--- src/atapq_pkg.sv ---
package atapq_pkg;

	// Input command codes
	localparam logic CMD_REQUEST = 1'b0;
	localparam logic CMD_IRQ     = 1'b1;

	// Result kinds
	typedef enum logic [1:0] {
		KIND_REG   = 2'd0,
		KIND_XFER  = 2'd1,
		KIND_REPLY = 2'd2
	} kind_t;

	// Reply status codes
	typedef enum logic [1:0] {
		ST_OK        = 2'd0,
		ST_NO_DRIVE  = 2'd1,
		ST_FULL      = 2'd2,
		ST_TOO_LARGE = 2'd3
	} status_t;

	// Configuration register indexes
	localparam int CFG_INDEX_W = 4;
	localparam logic [CFG_INDEX_W-1:0] CFG_DRIVE0 = CFG_INDEX_W'(0);
	localparam logic [CFG_INDEX_W-1:0] CFG_DRIVE1 = CFG_INDEX_W'(1);

	// Task-file register offsets
	localparam logic [2:0] TF_FEATURES = 3'd1;
	localparam logic [2:0] TF_COUNT    = 3'd2;
	localparam logic [2:0] TF_LBA_LOW  = 3'd3;
	localparam logic [2:0] TF_LBA_MID  = 3'd4;
	localparam logic [2:0] TF_LBA_HIGH = 3'd5;
	localparam logic [2:0] TF_DEVICE   = 3'd6;
	localparam logic [2:0] TF_COMMAND  = 3'd7;

	// Task-file byte values
	localparam logic [7:0] DEV_LBA_BASE  = 8'hE0;
	localparam logic [7:0] ATA_CMD_WRITE = 8'h30;
	localparam logic [7:0] ATA_CMD_READ  = 8'h20;
	localparam logic [3:0] LBA_TOP_MASK  = 4'h0F;

	// Sector geometry
	localparam int SECTOR_BYTES = 512;
	localparam int SECTOR_SHIFT = $clog2(SECTOR_BYTES);
	localparam logic [31:0] SIZE_LIMIT = 32'(255 * SECTOR_BYTES);

	// One queued request
	typedef struct packed {
		logic [31:0] requester;
		logic [31:0] address;
		logic [27:0] sector;
		logic [7:0]  count;
		logic        drive;
		logic        write;
	} entry_t;

	localparam int ENTRY_W = $bits(entry_t);

	// Result source selection
	typedef enum logic [1:0] {
		EMIT_REJECT = 2'd0,
		EMIT_TASK   = 2'd1,
		EMIT_XFER   = 2'd2,
		EMIT_DONE   = 2'd3
	} emit_t;

	// Controller to datapath
	typedef struct packed {
		logic       capture;
		logic       push;
		logic       set_busy;
		logic       clr_busy;
		logic       rd_head;
		logic       load_start;
		logic       emit;
		emit_t      emit_sel;
		logic [2:0] task_offset;
		logic       emit_last;
		logic       pop;
	} ctrl_cmd_t;

	// Datapath to controller
	typedef struct packed {
		logic    command;
		status_t reject;
		logic    busy;
		logic    entry_write;
		logic    remaining_zero;
		logic    remaining_one;
		logic    count_one;
		logic    out_free;
	} dp_status_t;

endpackage

--- src/atapq_ctrl.sv ---
module atapq_ctrl
	import atapq_pkg::*;
(
	input  logic       clk,
	input  logic       arst_n,
	input  logic       in_valid,
	output logic       in_stall,
	input  dp_status_t sts,
	output ctrl_cmd_t  cmd
);

	typedef enum logic [3:0] {
		S_IDLE,
		S_DECODE,
		S_REJECT,
		S_READ,
		S_ENTRY,
		S_TASK,
		S_WXFER,
		S_IRQ,
		S_REPLY
	} state_t;

	state_t     state_q, state_d;
	logic [2:0] task_q, task_d;
	logic       start_q, start_d;

	assign in_stall = (state_q != S_IDLE);

	// Sequence one request or interrupt
	always_comb begin
		state_d = state_q;
		task_d  = task_q;
		start_d = start_q;
		cmd     = '0;
		cmd.task_offset = task_q;
		case (state_q)
			S_IDLE: begin
				if (in_valid) begin
					cmd.capture = 1'b1;
					state_d = S_DECODE;
				end
			end
			S_DECODE: begin
				if (sts.command == CMD_REQUEST) begin
					if (sts.reject != ST_OK) begin
						state_d = S_REJECT;
					end else begin
						cmd.push = 1'b1;
						if (sts.busy) begin
							state_d = S_IDLE;
						end else begin
							cmd.set_busy = 1'b1;
							start_d = 1'b1;
							state_d = S_READ;
						end
					end
				end else if (sts.busy) begin
					start_d = 1'b0;
					state_d = S_READ;
				end else begin
					state_d = S_IDLE;
				end
			end
			S_REJECT: begin
				if (sts.out_free) begin
					cmd.emit = 1'b1;
					cmd.emit_sel = EMIT_REJECT;
					cmd.emit_last = 1'b1;
					state_d = S_IDLE;
				end
			end
			S_READ: begin
				cmd.rd_head = 1'b1;
				state_d = S_ENTRY;
			end
			S_ENTRY: begin
				if (start_q) begin
					cmd.load_start = 1'b1;
					task_d = TF_FEATURES;
					state_d = S_TASK;
				end else begin
					state_d = S_IRQ;
				end
			end
			S_TASK: begin
				if (sts.out_free) begin
					cmd.emit = 1'b1;
					cmd.emit_sel = EMIT_TASK;
					cmd.emit_last = (task_q == TF_COMMAND) && !sts.entry_write;
					if (task_q == TF_COMMAND) begin
						state_d = sts.entry_write ? S_WXFER : S_IDLE;
					end else begin
						task_d = task_q + 3'd1;
					end
				end
			end
			S_WXFER: begin
				if (sts.out_free) begin
					cmd.emit = 1'b1;
					cmd.emit_sel = EMIT_XFER;
					cmd.emit_last = 1'b1;
					state_d = S_IDLE;
				end
			end
			S_IRQ: begin
				if (sts.entry_write && sts.remaining_zero) begin
					state_d = S_REPLY;
				end else if (sts.out_free) begin
					cmd.emit = 1'b1;
					cmd.emit_sel = EMIT_XFER;
					if (sts.entry_write) begin
						cmd.emit_last = 1'b1;
						state_d = S_IDLE;
					end else begin
						cmd.emit_last = !sts.remaining_one;
						state_d = sts.remaining_one ? S_REPLY : S_IDLE;
					end
				end
			end
			S_REPLY: begin
				if (sts.out_free) begin
					cmd.emit = 1'b1;
					cmd.emit_sel = EMIT_DONE;
					cmd.emit_last = sts.count_one;
					cmd.pop = 1'b1;
					if (sts.count_one) begin
						cmd.clr_busy = 1'b1;
						state_d = S_IDLE;
					end else begin
						start_d = 1'b1;
						state_d = S_READ;
					end
				end
			end
			default: begin
				state_d = S_IDLE;
			end
		endcase
	end

	// Hold state
	always_ff @(posedge clk or negedge arst_n) begin
		if (!arst_n) begin
			state_q <= S_IDLE;
			task_q  <= TF_FEATURES;
			start_q <= 1'b0;
		end else begin
			state_q <= state_d;
			task_q  <= task_d;
			start_q <= start_d;
		end
	end

	a_emit_free: assert property (@(posedge clk) disable iff (!arst_n)
		cmd.emit |-> sts.out_free)
		else $error("result loaded while output register is full");

	a_push_only_accepted: assert property (@(posedge clk) disable iff (!arst_n)
		cmd.push |-> (sts.reject == ST_OK) && (sts.command == CMD_REQUEST))
		else $error("rejected request pushed into queue");

	a_capture_idle: assert property (@(posedge clk) disable iff (!arst_n)
		(state_q == S_IDLE) && in_valid |=> (state_q == S_DECODE))
		else $error("accepted request not decoded");

endmodule

--- config.mk ---
export PLATFORM = sky130hd
export DESIGN_NAME = atapq_ctrl
export DESIGN_NICKNAME = d
export VERILOG_FILES = /design/src/atapq_pkg.sv /design/src/atapq_ctrl.sv
export SDC_FILE = /design/constraint.sdc
export NUM_CORES = 1
export LEC_CHECK = 0
export BUFFER_PORTS_ARGS = -buffer_cell sky130_fd_sc_hd__buf_2
export CAP_MARGIN = 20
export CORE_ASPECT_RATIO = 0.7
export CORE_UTILIZATION = 40
export DETAILED_ROUTE_END_ITERATION = 7
export PLACE_DENSITY = 0.68
export SETUP_SLACK_MARGIN = 0.02
export SYNTH_ARGS = -nofsm -noshare
export SYNTH_HDL_FRONTEND = slang
export SYNTH_SLANG_ARGS = --single-unit
--- constraint.sdc ---
create_clock -name clk -period 1.5 [get_ports clk]
set_input_delay 0.15 -clock clk [delete_from_list [all_inputs] [get_ports clk]]
set_output_delay 0.15 -clock clk [all_outputs]
set_load 0.005 [all_outputs]
Word level (Yosys, flattened, before mapping)
Cells that the tools add are included.

operators by class
  reduce and logical (&&, ||, !) cells = 13
  $add $sub $neg = 1
  equality and inequality tests = 21
  multiplexer cells = 54

operators by type and width
  operator                                                count
  two-way mux 4 bit                                       10
  one-hot mux 4 bit (8 select lines)                      1
  two-way mux 3 bit                                       9
  two-way mux 1 bit                                       21
  two-way mux 2 bit                                       9
  equality test 4 x 3 -> 1 bit (second input constant)    4
  one-hot mux 3 bit (5 select lines)                      1
  inequality test 2 bit (second input constant)           7
  inequality test 3 bit (second input constant)           4
  AND reduction 6 bit                                     2
  equality test 4 x 2 -> 1 bit (second input constant)    2
  one-hot mux 3 bit (2 select lines)                      1
  nonzero test 2 bit                                      3
  equality test 4 x 1 -> 1 bit (second input constant)    1
  equality test 4 bit (second input constant)             1
  logical NOT 4 bit                                       1
  one-hot mux 1 bit (4 select lines)                      1
  AND reduction 4 bit                                     1
  nonzero test 4 bit                                      1
  adder 3 x 1 -> 3 bit (second input constant)            1
  equality test 3 bit (second input constant)             1
  logical AND 1 bit                                       2
  logical NOT 1 bit                                       2
  inequality test 2 x 1 -> 1 bit (second input constant)  1
  2 further kinds                                         2

word-level totals
  word-level logic and storage cells = 92
  output and inout port bits = 15
  input bits = 12
  register bits = 8

Depth between registers and ports, before layout
  word-level depth = 5
  gate-level depth with buffers = 6

Worst setup path before layout
Ideal clock, no wire load.

  path type = register to register
  start point = reg state_q[2]
  end point = reg start_q
  path slack = -0.014 ns
  arrival time = 1.432 ns
  library setup time = 0.082 ns
  cell stages (with the launch flop) = 6
  path through = dfrtp_1 > buf_6 > or4b_4 > nor3b_2 > nor2_1 > a22oi_2

on the way
  longest elaborated chain between the ends = 3
  elaborated cells on any way between the ends = 10

RTL lines
  item                                                                  line               RTL
  start, declared                                                       atapq_ctrl.sv:24   state_t state_q, state_d;
  start signal, assigned                                                atapq_ctrl.sv:149  state_q <= state_d;
  equality test 4 x 1 -> 1 bit or equality test 4 bit (tied branches)   atapq_ctrl.sv:37   case (state_q)
  inequality test 3 bit (no source line), or another cell as far along  --
  AND reduction 6 bit (no source line)                                  --
  end signal, assigned                                                  atapq_ctrl.sv:151  start_q <= start_d;
  end, declared                                                         atapq_ctrl.sv:26   logic start_q, start_d;

Several ways; a longest one is shown, not always the timed one.
A chain may end at the register's enable or synchronous reset.

==> results list <==
- The run finished, with violations left.
* Violated checks: negative setup slack
* Wire length of the first global-routing pass: 4229 um
- For this run, design rule violations remaining after detail routing come to 0.
- Cell variety after synth: 41
* Cell taking the most area after synthesis: sky130_fd_sc_hd__dfrtp_1
- Worst setup skew after layout: 0.004273 ns
- Boundary pin count: 27
- Maximum fanout along the worst path: 6
- In this run the worst hold path is classified as input pin to flip-flop.
* Initial core utilization: 43.01%
- Layout cell share with drive strength beyond 1: 55.33%
* Area contributors post-synth: sky130_fd_sc_hd__dfrtp_1 22%, sky130_fd_sc_hd__mux2i_1 5.0%, sky130_fd_sc_hd__nand3_1 3.7%
* H-tree depth reported by CTS: 1
* Most used flip-flop cell after synthesis: sky130_fd_sc_hd__dfrtp_1
- Clock tree root buffer cell: sky130_fd_sc_hd__clkbuf_4
- Routability-driven placement congestion ratio: 0.8767
- STA classifies the critical path startpoint as a flip-flop.
- Clock latency on the worst-skew pair, taken at its later pin, is 0.25 ns.
- Number of global-route vias before repair: 885
* Detail Route Antenna Nets: 0
- Final setup violation count: 14
* Reg2Reg Capture Point: state_q[3]$_DFFE_PN0P_
- In this run the standard cell core region covers 1871 um^2.
- R2R Path Start: state_q[3]$_DFFE_PN0P_
- Placement Setup Slack: -0.1136 ns
- The final layout contains routed wiring with a total length of 2677 um.
- DR iter-0 viols: 63
- The number of antenna violations at the first check in global routing is 0.
* Buffer levels on the longest clock path: 2
- Number of violations of the max-capacitance limit: 0
- At the pin with the least slew margin, the transition time is 0.5515 ns.
* Setup ws final: -0.2026 ns
* Die area: 2198 um^2
- Using the TritonRoute via totals, the vias-per-cell ratio works out to 5.767.
- Setup repair after global routing could not meet its margin everywhere.
- Summing internal, switching and leakage power gives 0.002183 W.
- Counting every sink on the clock net gives 8.
- In this run the register-to-register setup slack is -0.16 ns.
* Crit path DAT: 1.55 ns
- The repair_antennas step left the layout with diodes totalling 0.
- The setup path with the least slack is of type flip-flop to output pin.
- STA classifies the critical path endpoint as an output pin.
* Time the worst path needs with I/O delays and setup: 1.703 ns
- HPWL after detailed placement: 1849 um
* Power density relative to cell area: 1649 nW/um^2
- Number of instances on the worst hold path: 2
- TritonCTS created 3 clock buffers.
* Number of flops mapped to enable cells by yosys: 0
* IR drop worst, VDD: 0.0008598 V
- Commonest non-fill, non-tap cell in the layout: sky130_fd_sc_hd__buf_2
- After clock tree synthesis, the clock-pin slew on the worst setup and hold paths is 0.06 ns.
* Syn Std Cell Area: 804.5 um^2
- Global routing finished with a remaining overflow of 0.
- Before antenna repair, the detailed router went through 4 iterations.
- Final hold vios: 0
* FFs w/ async S/R, synth: 100.0%
* Number of vias after detailed routing: 992
- Entering global routing, the biggest net connects 17 pins.
- The synthesized design contains 8 register bits.
* Hold Path End: start_q$_DFFE_PN0P_
- The worst path uses 113.5% of the clock period.
* Required time at the endpoint of the critical path: 1.35 ns
* Post-synthesis net count: 115
- Sum of negative setup slack: -1.524 ns
- Leading cell types in the layout, fill and taps excluded: 24 x sky130_fd_sc_hd__buf_2, 22 x sky130_fd_sc_hd__buf_4, 7 x sky130_fd_sc_hd__nand2_1, 7 x sky130_fd_sc_hd__buf_6, 6 x sky130_fd_sc_hd__nor2_1
* Number of buffers added on ports: 26
* Depth of the most critical reg-to-reg path: 5
* CTS tree: yes
- Net count, final: 165
- From left edge to right edge, the die measures 55.61 um.
* Max Clk Rate: 587.3 MHz
* Count of synthesis-stage warnings from yosys: 0
- Cells fill 70.77% of the core in the end.
- The number of pins exceeding their max-slew limit in the final report came to 0.
- In this run the core area contains 13 standard-cell rows.
- Hold_sp: sts[5]
- In this run the biggest area consumer among cell types represents 21.77% of the synthesized area.
- Global-route usage over all layers: 26.05%
- Headroom to the max-slew limit: 62.28%
- Synthesis produced 101 cells.
* Post-detailed-route wirelength per cell: 15.56 um
- A synthesized cell averages 7.966 um^2.
- Part of the Yosys area used for sequential elements: 25.04%
* Area growth from synthesis to layout: 64.54%
- The floorplan step set the die height to 39.52 um.
- The analysis attributes to cell leakage a power of 0.6095 nW.
synthesized netlist by cell type (all sizes together), types with 4 or more instances:
master / instances
nor2: 8
nor2b: 4
a21oi: 4
and3: 4
o21ai: 6
nand2: 7
clkbuf: 5
nand3: 6
dfrtp: 7
buf: 4
mux2i: 4
nor3b: 4
logic make-up after synthesis:
family	after synthesis	share of synthesized area (%)
multiplexers	5	6.376
AO/OA/AOI/OAI	29	25.82
AND/OR/NAND/NOR	46	33.28
adder cells (fa/ha/maj)	2	3.110
flip-flops	8	25.04
buffers and inverters	11	6.376
metrics by stage:
step | hold WS, ns | instances | area [um^2]
global route | 0.1825 | 172 | 1324
CTS | 0.1356 | 172 | 1247
finish | 0.1715 | 172 | 1324
detailed placement | -0.007075 | 161 | 1076
global placement | -0.006168 | 161 | 1076
floorplan | -0.1456 | 101 | 805.8
metal layers:
| metal | vias to the layer above | track usage [%] | routed length (um) |
|---|---|---|---|
| li1 | 480 | - | - |
| met1 | 470 | 32.41 | 1161 |
| met2 | 40 | 44.58 | 1287 |
| met3 | 2 | 6.271 | 221 |
| met4 | 0 | 10.63 | 5 |
| met5 | - | 0 | 0 |
worst max path at each step:
stage / from / end / slack [ns] / cells past startpoint
after floorplan: state_q[2]$_DFFE_PN0P_ / start_q$_DFFE_PN0P_ / 0.002 / 5
after global placement: state_q[1]$_DFFE_PN0P_ / start_q$_DFFE_PN0P_ / -0.07 / 4
after detailed placement: state_q[1]$_DFFE_PN0P_ / start_q$_DFFE_PN0P_ / -0.11 / 4
after CTS: state_q[1]$_DFFE_PN0P_ / cmd[1] / -0.19 / 4
after global routing: state_q[3]$_DFFE_PN0P_ / cmd[1] / -0.27 / 5
final: state_q[1]$_DFFE_PN0P_ / cmd[11] / -0.20 / 5
final cells by class:
cell class	instances	area [um^2]
multi-input cells	82	681.9
fillers	138	546.8
repair buffers	54	374.1
flip-flops and latches	8	206.4
well taps	22	27.53
clock buffers	4	26.28
inverters	2	7.507
where the power goes:
group | internal, W | switching, W
clock network | 0.000102 | 0.0000732
registers | 0.000322 | 0.000153
logic | 0.000833 | 0.000700
critical path, cell delays in order (launching register included):
cell                      delay (ns)
sky130_fd_sc_hd__dfrtp_2        0.47
sky130_fd_sc_hd__buf_6          0.14
sky130_fd_sc_hd__nor4b_4        0.26
sky130_fd_sc_hd__and2_4         0.21
sky130_fd_sc_hd__nor2b_4        0.12
sky130_fd_sc_hd__buf_2          0.11
state kept, by name (all words and copies together), names as in the netlist:
name	flops
state_q	4
start_q	1
task_q	3
timing repair:
item / in CTS / in global routing
hold buffers: 1 / 0
endpoints found under the setup margin: 19 / 20
setup buffers: 7 / 2
gates resized for setup: 23 / 20
pin swaps: 4 / 1
hold endpoints to repair: 8 / 0
Power figures use the tool's default switching activity.
